File: src/rtl/rau_pkg.sv
// Shared types and constants for the rational arithmetic unit.
package rau_pkg;

  localparam int unsigned OperandWidth = 16;
  localparam int unsigned ResWidth     = 32;
  // products of two operands; magnitudes need one bit more than the operand pair
  localparam int unsigned MagWidth     = 2 * OperandWidth + 1;
  localparam int unsigned CntWidth     = $clog2(MagWidth + 1);

  typedef enum logic [2:0] {
    ModeAdd = 3'd0,
    ModeSub = 3'd1,
    ModeMul = 3'd2,
    ModeDiv = 3'd3,
    ModeGt  = 3'd4,
    ModeLt  = 3'd5
  } mode_e;

  typedef logic [OperandWidth-1:0] opnd_t;
  typedef logic [MagWidth-1:0]     mag_t;

  // divider handshake
  typedef struct packed {
    logic start;
    mag_t dividend;
    mag_t divisor;
  } div_req_t;

  typedef struct packed {
    logic done;
    mag_t quot;
    mag_t rem;
  } div_rsp_t;

endpackage

File: src/rtl/rau_divider.sv
// Shared restoring divider: one quotient bit per cycle on unsigned magnitudes.
module rau_divider (
  input  logic              clk_i,
  input  logic              rst_ni,
  input  rau_pkg::div_req_t req_i,
  output rau_pkg::div_rsp_t rsp_o
);
  import rau_pkg::*;

  logic            busy_q, busy_d;
  logic            done_q, done_d;
  logic [CntWidth-1:0] cnt_q, cnt_d;
  mag_t            quot_q, quot_d;
  mag_t            rem_q, rem_d;
  mag_t            dvs_q, dvs_d;
  logic [MagWidth:0] trial;

  always_comb begin
    busy_d = busy_q;
    done_d = 1'b0;
    cnt_d  = cnt_q;
    quot_d = quot_q;
    rem_d  = rem_q;
    dvs_d  = dvs_q;
    trial  = {rem_q, quot_q[MagWidth-1]};
    if (req_i.start) begin
      busy_d = 1'b1;
      cnt_d  = CntWidth'(MagWidth);
      quot_d = req_i.dividend;
      rem_d  = '0;
      dvs_d  = req_i.divisor;
    end else if (busy_q) begin
      if (trial >= {1'b0, dvs_q}) begin
        rem_d  = MagWidth'(trial - {1'b0, dvs_q});
        quot_d = {quot_q[MagWidth-2:0], 1'b1};
      end else begin
        rem_d  = trial[MagWidth-1:0];
        quot_d = {quot_q[MagWidth-2:0], 1'b0};
      end
      cnt_d = cnt_q - 1'b1;
      if (cnt_q == CntWidth'(1)) begin
        busy_d = 1'b0;
        done_d = 1'b1;
      end
    end
  end

  always_ff @(posedge clk_i or negedge rst_ni) begin
    if (!rst_ni) begin
      busy_q <= 1'b0;
      done_q <= 1'b0;
      cnt_q  <= '0;
    end else begin
      busy_q <= busy_d;
      done_q <= done_d;
      cnt_q  <= cnt_d;
    end
  end

  always_ff @(posedge clk_i) begin
    quot_q <= quot_d;
    rem_q  <= rem_d;
    dvs_q  <= dvs_d;
  end

  assign rsp_o.done = done_q;
  assign rsp_o.quot = quot_q;
  assign rsp_o.rem  = rem_q;

  assert property (@(posedge clk_i) disable iff (!rst_ni) done_q |-> !busy_q)
    else $error("divider done while busy");
  assert property (@(posedge clk_i) disable iff (!rst_ni) busy_q |-> cnt_q != '0)
    else $error("divider busy with zero count");
  assert property (@(posedge clk_i) disable iff (!rst_ni) $fell(busy_q) |-> done_q)
    else $error("divider stopped without done");

endmodule

File: src/rtl/rational_arithmetic_unit_core.sv
// Rational arithmetic unit: sequencer around combinational operand multipliers and a shared divider.
// Flow, accept to result valid: comparisons and errors go from the check state to output;
// multiply and divide reduce by one gcd; add/subtract first scale by the denominator gcd.
// Each divide is one start, one shift step per quotient bit, then a done strobe.
// Throughput: one word at a time; ready only while idle with no result pending.
// Reset: rst_ni asynchronous active low clears the sequencer and output valid.
module rational_arithmetic_unit_core (
  input  logic        clk_i,
  input  logic        rst_ni,
  input  logic        s_axis_tvalid,
  output logic        s_axis_tready,
  // mode[2:0], a_num[18:3], a_den[34:19], b_num[50:35], b_den[66:51], zero pad
  input  logic [71:0] s_axis_tdata,
  output logic        m_axis_tvalid,
  input  logic        m_axis_tready,
  // res_num[31:0], res_den[63:32], compare_true[64], error[65], zero pad
  output logic [71:0] m_axis_tdata
);
  import rau_pkg::*;

  typedef enum logic [3:0] {
    StIdle, StCheck, StGcd1, StScaleB, StScaleA, StCross, StLcm,
    StGcd2, StRedN, StRedD, StOut
  } state_e;

  state_e state_q;
  logic [2:0] mode_q;
  logic signed [OperandWidth-1:0] an_q, ad_q, bn_q, bd_q;
  logic signed [63:0] n_q, d_q;      // working numerator/denominator
  mag_t  ga_q, gb_q;                 // euclid pair
  mag_t  g_q;                        // gcd result
  logic  wait_q;
  logic  out_valid_q;
  logic [ResWidth-1:0] onum_q, oden_q;
  logic  ocmp_q, oerr_q;
  div_req_t dreq;
  div_rsp_t drsp;
  logic signed [2*OperandWidth-1:0] p1, p2, p3, p4;

  rau_divider u_div (.clk_i, .rst_ni, .req_i(dreq), .rsp_o(drsp));

  function automatic mag_t mag64(input logic signed [63:0] x);
    logic signed [63:0] t;
    t = x[63] ? -x : x;
    return t[MagWidth-1:0];
  endfunction

  function automatic logic signed [63:0] sdiv(input logic signed [63:0] x, input mag_t q);
    logic signed [63:0] m;
    m = 64'(q);
    return x[63] ? -m : m;
  endfunction

  assign s_axis_tready = (state_q == StIdle) && !out_valid_q;
  assign m_axis_tvalid = out_valid_q;
  assign m_axis_tdata  = {6'd0, oerr_q, ocmp_q, oden_q, onum_q};

  // operand products, all fit the doubled operand width
  assign p1 = an_q * bd_q;
  assign p2 = bn_q * ad_q;
  assign p3 = an_q * bn_q;
  assign p4 = ad_q * bd_q;

  always_comb begin
    dreq.start    = 1'b0;
    dreq.dividend = ga_q;
    dreq.divisor  = gb_q;
    if (!wait_q) begin
      case (state_q)
        StGcd1, StGcd2: dreq.start = (gb_q != '0);
        StScaleB: begin
          dreq.start = 1'b1; dreq.dividend = mag64(64'(bd_q)); dreq.divisor = g_q;
        end
        StScaleA: begin
          dreq.start = 1'b1; dreq.dividend = mag64(64'(ad_q)); dreq.divisor = g_q;
        end
        StRedN:   begin dreq.start = 1'b1; dreq.dividend = mag64(n_q);  dreq.divisor = g_q; end
        StRedD:   begin dreq.start = 1'b1; dreq.dividend = mag64(d_q);  dreq.divisor = g_q; end
        default: ;
      endcase
    end
  end

  always_ff @(posedge clk_i or negedge rst_ni) begin
    if (!rst_ni) begin
      state_q     <= StIdle;
      wait_q      <= 1'b0;
      out_valid_q <= 1'b0;
    end else begin
      if (out_valid_q && m_axis_tready) out_valid_q <= 1'b0;
      if (dreq.start) wait_q <= 1'b1;
      else if (drsp.done) wait_q <= 1'b0;
      case (state_q)
        StIdle: if (s_axis_tvalid && s_axis_tready) begin
          mode_q <= s_axis_tdata[2:0];
          an_q   <= signed'(s_axis_tdata[18:3]);
          ad_q   <= signed'(s_axis_tdata[34:19]);
          bn_q   <= signed'(s_axis_tdata[50:35]);
          bd_q   <= signed'(s_axis_tdata[66:51]);
          state_q <= StCheck;
        end
        StCheck: begin
          onum_q <= '0; oden_q <= '0; ocmp_q <= 1'b0; oerr_q <= 1'b0;
          if (mode_q > ModeLt) begin
            oerr_q <= 1'b1; state_q <= StOut;
          end else if (mode_q == ModeGt) begin
            ocmp_q <= (p1 > p2); state_q <= StOut;
          end else if (mode_q == ModeLt) begin
            ocmp_q <= (p1 < p2); state_q <= StOut;
          end else if (ad_q == 0 || bd_q == 0 || (mode_q == ModeDiv && bn_q == 0)) begin
            oerr_q <= 1'b1; state_q <= StOut;
          end else if (mode_q == ModeMul) begin
            n_q <= 64'(p3); d_q <= 64'(p4); state_q <= StCross;
          end else if (mode_q == ModeDiv) begin
            n_q <= 64'(p1); d_q <= 64'(p2); state_q <= StCross;
          end else begin
            ga_q <= mag64(64'(ad_q)); gb_q <= mag64(64'(bd_q)); state_q <= StGcd1;
          end
        end
        StGcd1, StGcd2: if (!wait_q) begin
          if (gb_q == '0) begin
            g_q <= (ga_q == '0) ? MagWidth'(1) : ga_q;
            state_q <= (state_q == StGcd1) ? StScaleB : StRedN;
          end
        end else if (drsp.done) begin
          ga_q <= gb_q; gb_q <= drsp.rem;
        end
        StScaleB: if (wait_q && drsp.done) begin
          bd_q <= OperandWidth'(sdiv(64'(bd_q), drsp.quot)); state_q <= StScaleA;
        end
        StScaleA: if (wait_q && drsp.done) begin
          // common denominator a_den * (b_den/g) while a_den is still whole
          d_q  <= 64'(p4);
          ad_q <= OperandWidth'(sdiv(64'(ad_q), drsp.quot)); state_q <= StLcm;
        end
        StLcm: begin
          // bd_q now b_den/g, ad_q a_den/g; p1 = an*bq, p2 = bn*aq
          n_q <= (mode_q == ModeAdd) ? 64'(p1) + 64'(p2) : 64'(p1) - 64'(p2);
          state_q <= StCross;
        end
        StCross: begin
          ga_q <= mag64(n_q); gb_q <= mag64(d_q); state_q <= StGcd2;
        end
        StRedN: if (wait_q && drsp.done) begin
          n_q <= sdiv(n_q, drsp.quot); state_q <= StRedD;
        end
        StRedD: if (wait_q && drsp.done) begin
          onum_q <= n_q[ResWidth-1:0];
          oden_q <= ResWidth'(sdiv(d_q, drsp.quot));
          state_q <= StOut;
        end
        StOut: if (!out_valid_q) begin
          out_valid_q <= 1'b1; state_q <= StIdle;
        end
        default: state_q <= StIdle;
      endcase
    end
  end

  assert property (@(posedge clk_i) disable iff (!rst_ni) s_axis_tready |-> !out_valid_q)
    else $error("accepting while result pending");
  assert property (@(posedge clk_i) disable iff (!rst_ni) $rose(out_valid_q) |-> $past(state_q) == StOut)
    else $error("result raised outside output state");
  assert property (@(posedge clk_i) disable iff (!rst_ni) out_valid_q && oerr_q |-> !ocmp_q)
    else $error("error with compare flag");

endmodule
File: config.mk
export PLATFORM = sky130hd
export DESIGN_NAME = rational_arithmetic_unit_core
export DESIGN_NICKNAME = d
export VERILOG_FILES = /design/src/rtl/rau_pkg.sv /design/src/rtl/rau_divider.sv /design/src/rtl/rational_arithmetic_unit_core.sv
export SDC_FILE = /design/constraint.sdc
export NUM_CORES = 2
export LEC_CHECK = 0
export BUFFER_PORTS_ARGS = -buffer_cell sky130_fd_sc_hd__buf_2
export CELL_PAD_IN_SITES_DETAIL_PLACEMENT = 1
export CELL_PAD_IN_SITES_GLOBAL_PLACEMENT = 2
export CORE_UTILIZATION = 38
export CTS_BUF_LIST = sky130_fd_sc_hd__clkbuf_4
export DETAILED_ROUTE_END_ITERATION = 16
export MAX_ROUTING_LAYER = met4
export PLACE_DENSITY_LB_ADDON = 0.1
export SETUP_SLACK_MARGIN = 0.4
export SLEW_MARGIN = 20
export SYNTH_ARGS = -nofsm -noshare
export SYNTH_HDL_FRONTEND = slang
export SYNTH_SLANG_ARGS = --single-unit
export TNS_END_PERCENT = 30
File: constraint.sdc
create_clock -name clk_i -period 8.17 [get_ports clk_i]
set_input_delay 1.2255 -clock clk_i [delete_from_list [all_inputs] [get_ports clk_i]]
set_output_delay 1.2255 -clock clk_i [all_outputs]
set_load 0.005 [all_outputs]
Yosys cells after proc, flatten, opt, wreduce, memory -nomap -nowiden
Index checks and enable logic that the tools add are counted.
Widths: inputs -> output; s select.
Operators by class
  bitwise operators: 1
  order comparisons: 4
  add/subtract/negate cells: 9
  muxes and demuxes: 94
  multipliers: 4
  equality and inequality tests: 32
  reduce and logical (&&, ||, !) cells: 36
Operators by type and width (number)
  $mux 64: 16
  $mux 33: 23
  $pmux 66 s4: 1
  $pmux 33 s3: 2
  $pmux 64 s3: 1
  $mul 16x16->32: 4
  $pmux 32 s2: 2
  $pmux 64 s2: 1
  $logic_not 32->1: 3
  $mux 16: 6
  $mux 32: 3
  $mux 67: 1
  $logic_not 33->1: 2
  $neg 16->33: 2
  $neg 33->33: 2
  $neg 33->64: 1
  $pmux 16 s2: 2
  $mux 4: 13
  $pmux 4 s10: 1
  $ge 34x33->1: 1
  $add 32x32->33: 1
  $reduce_bool 33->1: 1
  $sub 32x32->33: 1
  $sub 33x33->33: 1
  33 further kinds: 89
Word-level totals
  output and inout bits: 74
  input bits: 76
  register bits: 473
  word-level logic and storage cells: 203

Longest topological paths before layout
  word-level depth: 9
  mapped depth: 38
  gate-level depth less buffers: 35

By module
A second synthesis with hierarchy kept.
Unflattened totals
  cells, all modules: 7271
  area total of the unflattened synthesis: 65962.0 sq um
Modules (own cells, without submodules)
  rational_arithmetic_unit_core: sequential area each 9098.7 sq um, area an instance 59882.4 sq um, cells an instance 6681, instances 1
  rau_divider: sequential area each 2842.7 sq um, area an instance 6079.6 sq um, cells an instance 590, instances 1

Worst setup path after synthesis
OpenSTA, ideal clock, no wires.
  path type: reg-to-reg
  from: register ad_q[1]
  to: register n_q[27] (data pin)
  cell stages (with the launch flop): 34
  setup slack: -620 ps
  setup time: 272 ps
  path buffers: 3
  clock period less this slack: 8790 ps
  required time: 7898 ps
  arrival: 8518 ps
  path through: edfxtp_1 > clkbuf_1 > clkbuf_1 > nand2_1 > fa_1 > fa_1 > fa_1 > fa_1 > inv_1 > fa_1 > fa_1 > ha_1 > and2_1 > a221o_1 > a21oi_1 > o21ai_0 > nor2_1 > o21ai_0 > a21o_1 > a21oi_1 > xor2_1 > inv_1 > ha_1 > clkbuf_1 > nor4_1 > and3_1 > nand2_1 > nor3_1 > o21bai_1 > a211oi_1 > o21ai_0 > mux2i_1 > and2_1 > or4_1
On the way
  longest elaborated chain between the ends: 4
  elaborated cells between the ends (all ways): 5
  those cells by class: add/sub (2); mul (1); mux (2)
RTL lines
  start: declaration: line rational_arithmetic_unit_core.sv:28  | logic signed [OperandWidth-1:0] an_q, ad_q, bn_q, bd_q;
  start signal: assignment: line rational_arithmetic_unit_core.sv:97  | ad_q <= signed'(s_axis_tdata[34:19]);
  start signal: assignment: line rational_arithmetic_unit_core.sv:134  | ad_q <= OperandWidth'(sdiv(64'(ad_q), drsp.quot)); state_q <= StLcm;
  $mul 16x16->32 (*): line rational_arithmetic_unit_core.sv:60  | assign p2 = bn_q * ad_q;
  $sub 32x32->33 / $add 32x32->33 (equally long branches): line rational_arithmetic_unit_core.sv:138  | n_q <= (mode_q == ModeAdd) ? 64'(p1) + 64'(p2) : 64'(p1) - 64'(p2);
  $mux 64 (*): line rational_arithmetic_unit_core.sv:138
  $pmux 64 s3 (*): line rational_arithmetic_unit_core.sv:93  | case (state_q)
  end signal: assignment: line rational_arithmetic_unit_core.sv:113  | n_q <= 64'(p3); d_q <= 64'(p4); state_q <= StCross;
  end signal: assignment: line rational_arithmetic_unit_core.sv:138
  end signal: assignment: line rational_arithmetic_unit_core.sv:145  | n_q <= sdiv(n_q, drsp.quot); state_q <= StRedD;
  end: declaration: line rational_arithmetic_unit_core.sv:29  | logic signed [63:0] n_q, d_q;
Every way passes the cells marked *; elsewhere a longest branch is shown, timed or not.
A chain may end at the register's enable or synchronous reset.

Worst setup path after layout
  from: register ad_q[6]
  to: register ocmp_q (data pin)
On the way
  longest elaborated chain between the ends: 4
  elaborated cells between the ends (all ways): 5
  those cells by class: mul (1); order compare (2); mux (2)
RTL lines
  $mul 16x16->32 (*): line rational_arithmetic_unit_core.sv:60
  $lt 32x32->1: line rational_arithmetic_unit_core.sv:109  | ocmp_q <= (p1 < p2); state_q <= StOut;
  $mux 1: line rational_arithmetic_unit_core.sv:108  | end else if (mode_q == ModeLt) begin
  $mux 1 (*): line rational_arithmetic_unit_core.sv:106  | end else if (mode_q == ModeGt) begin
  end signal: assignment: line rational_arithmetic_unit_core.sv:107  | ocmp_q <= (p1 > p2); state_q <= StOut;
  end signal: assignment: line rational_arithmetic_unit_core.sv:109
  end: declaration: line rational_arithmetic_unit_core.sv:35  | logic ocmp_q, oerr_q;
Marks and branches as above.

==> impl_metrics.yaml <==
status:
  status: "finished with violations"
  violations: "negative setup slack"
timing:
  worst_slack_ns: -0.310
  fin_worst_skew_ns: 0.150
  finalHoldViolCount: 0
  slew_headroom_pct: 14.5
  setup_violations: 12
  fmax_mhz: 118
  rsz0062_at_grt: "true"
  post-route-period-util_pct: 104
  final_max_slew_viol_count: 0
  worst_slew_pin_slew_ns: 1.27
  fin_crit_ns: 8.48
worst_setup_path:
  end_kind: "flop"
  slowest_stage: "fa_1"
  reg2reg_slack_ns: -0.31
  r2r-start: "ad_q[6]"
  crit_start: "ad_q[6]"
  path_class: "flop to flop"
  cp.arrival_ns: 9.36
  reg2reg_depth: 32
  required_ns: 9.05
  crit_path_start_kind: "flop"
  cp_max_fo: 5
  r2r_end: "ocmp_q"
  critPathMaxStageDelay_ns: 0.57
  crit_top_cell: "fa_1"
hold_path:
  hp-class: "primary input to flop"
  worstHoldPathCells: 1
  worstHoldStart: "s_axis_tdata[41]"
  min_to: "bn_q[6]"
yosys:
  synth_cells: 7252
  yosys.area.top_type: "fa_1"
  synth_cell_types: 82
  synthTopCellsByArea: "fa_1 32%, edfxtp_1 17%, ha_1 8.1%"
  syn_avg_cell_area_sq_um: 9.03
  synth_area_sq_um: 65500
  synth.top_cell.area_share_pct: 32.1
  synth_warnings: 0
  synth_ff_type: "edfxtp_1"
  synthArstFlopShare_pct: 3.41
  synth-seq-cells: 411
  synth_edf_count: 364
  ys_seq_area_share_pct: 18.2
global_routing:
  grt_pass1_wl_um: 384000
  gr-total-overflow: 0
  grt_max_degree: 86
  grt_pass1_vias: 58910
  grtUsageTotal_pct: 30.6
  antenna_found_initial: 21
placement:
  place_congestion: 0.932
  io_buffers: 138
  hpwl_um: 210000
drt:
  dr.pass1.iters: 7
  viasPerCell: 5.26
  wl_per_cell_um: 25.1
  vias: 53766
  drc: 0
  antenna_left: 0
  drt_iter0_markers: 3442
  routed_wirelength_um: 256000
clock_tree:
  insertion_delay_ns: 1.22
  cts_buffer_depth: 3
  cts_buffers: 133
  cts_tree: "built"
  ctsHtreeMaxLevel: 4
  cts_sinks: 411
  cts-root-buf: "clkbuf_4"
  clkTransAtPathRegs_ns: 0.07
final_layout:
  drive_above_1_share_pct: 15.9
  multiInputGateArea_sq_um: 48300
  nFillCells: 19665
  nets: 9347
  area_delta_synth_final_pct: 16.3
  regArea_sq_um: 11900
  utilization_pct: 44.7
floorplan:
  ios: 150
  die_x_um: 417
  coreArea_sq_um: 170000
  die_h_um: 417
  dieArea_sq_um: 174000
  start_util_pct: 38.5
  num_rows: 151
run:
  drv_cap: 0
==> metrics by stage <==
stage               setup TNS [ns]  area, sq um  instances  hold WS (ns)  worst slack [ns]
floorplan                        0        65700       7257         0.473             0.144
global placement             -5.37        73000       9921         0.476            -0.760
detailed placement           -6.52        73000       9921         0.480            -0.838
CTS                          -2.21        75500      10177        0.0248            -0.327
global route                 -6.18        76100      10209        0.0904            -0.608
finish                       -2.04        76100      10215         0.199            -0.310
==> layout by cell type (no fill, tap or decap), types with 166 or more instances in the layout <==
master    netlist  routed
buf_4           8     650
nor2_1        306     294
fa_1         1051    1039
edfxtp_1      364     364
o21ai_0       287     261
xor2_1        197     187
nand2_1      1058    1052
and2_1        456     451
clkbuf_4        0     185
inv_1        1243    1232
a21oi_1       245     220
xnor2_1       174     166
ha_1          423     402
==> cells by family (layout without fill, tap and decap cells) <==
kind of cell / Yosys count / in the layout / share of synthesized area, %
compound gates: 1058 / 1058 / 10.3
fa+ha+maj: 1475 / 1475 / 40.2
mux: 30 / 30 / 0.463
simple gates: 2220 / 2220 / 16.0
xor+xnor: 372 / 372 / 5.00
flops: 411 / 411 / 18.2
other cells: 1 / 26 / 0.00573
buf+inv: 1685 / 2328 / 9.73
==> metal layers <==
metal / GRT usage, % / share of wire (%) / vias to the layer above
li1: - / - / 24121
met1: 41.0 / 45 / 27977
met2: 48.3 / 46 / 1380
met3: 3.80 / 5.0 / 288
met4: 9.92 / 3.6 / 0
met5: - / 0 / -
==> synth_stat cells (70+ instances only) <==
master    instances
a21oi_1         245
a21o_1           88
ha_1            423
fa_1           1051
and2_1          456
xnor2_1         174
nand2b_1         76
o21ai_0         287
nand2_1        1058
nor2_1          306
clkbuf_1        405
edfxtp_1        364
xor2_1          197
nor3_1           70
inv_1          1243
==> registers in the layout, indices dropped and copies added (netlist names), 3 cells and up <==
name	cells
u_div.dvs_q	33
ga_q	33
ad_q	16
u_div.quot_q	33
mode_q	3
oden_q	32
bd_q	16
bn_q	16
state_q	4
g_q	33
gb_q	33
u_div.rem_q	33
an_q	16
n_q	34
d_q	32
u_div.cnt_q	6
onum_q	32
==> worst max path at each step <==
stage	to	cells after the start
floorplan	n_q[27]	33
global placement	ocmp_q	34
detailed placement	ocmp_q	31
CTS	ocmp_q	33
global route	ocmp_q	33
finish	ocmp_q	32
==> timing repair <==
item | in CTS | in global routing
hold endpoints to repair | 8 | 0
pin swaps | 60 | 66
buffers inserted | 17 | 17
hold buffers | 1 | 0
endpoints found under the setup margin | 23 | 25
gates cloned | 0 | 0
gates resized for setup | 121 | 94
==> cell type report <==
| class | count | share of cell area, % |
|---|---|---|
| diodes | 20 | 0.0658 |
| flip-flops and latches | 411 | 15.7 |
| well taps | 2295 | 3.77 |
| multi-input cells | 5161 | 63.4 |
| clock buffers | 185 | 1.82 |
| repair buffers | 847 | 8.62 |
| clock inverters | 53 | 0.447 |
| inverters | 1243 | 6.13 |
==> critical path, delay by kind of cell, from the launching register on <==
family	cells	cell delay, ns
flip-flops	1	0.38
buffers and inverters	9	1.05
adder cells (fa/ha/maj)	8	3.55
AND/OR/NAND/NOR	8	1.65
AO/OA/AOI/OAI	7	1.50
Power is not shown: default switching activity piles up to over one toggle a cycle in this logic, so the estimate is an artifact.
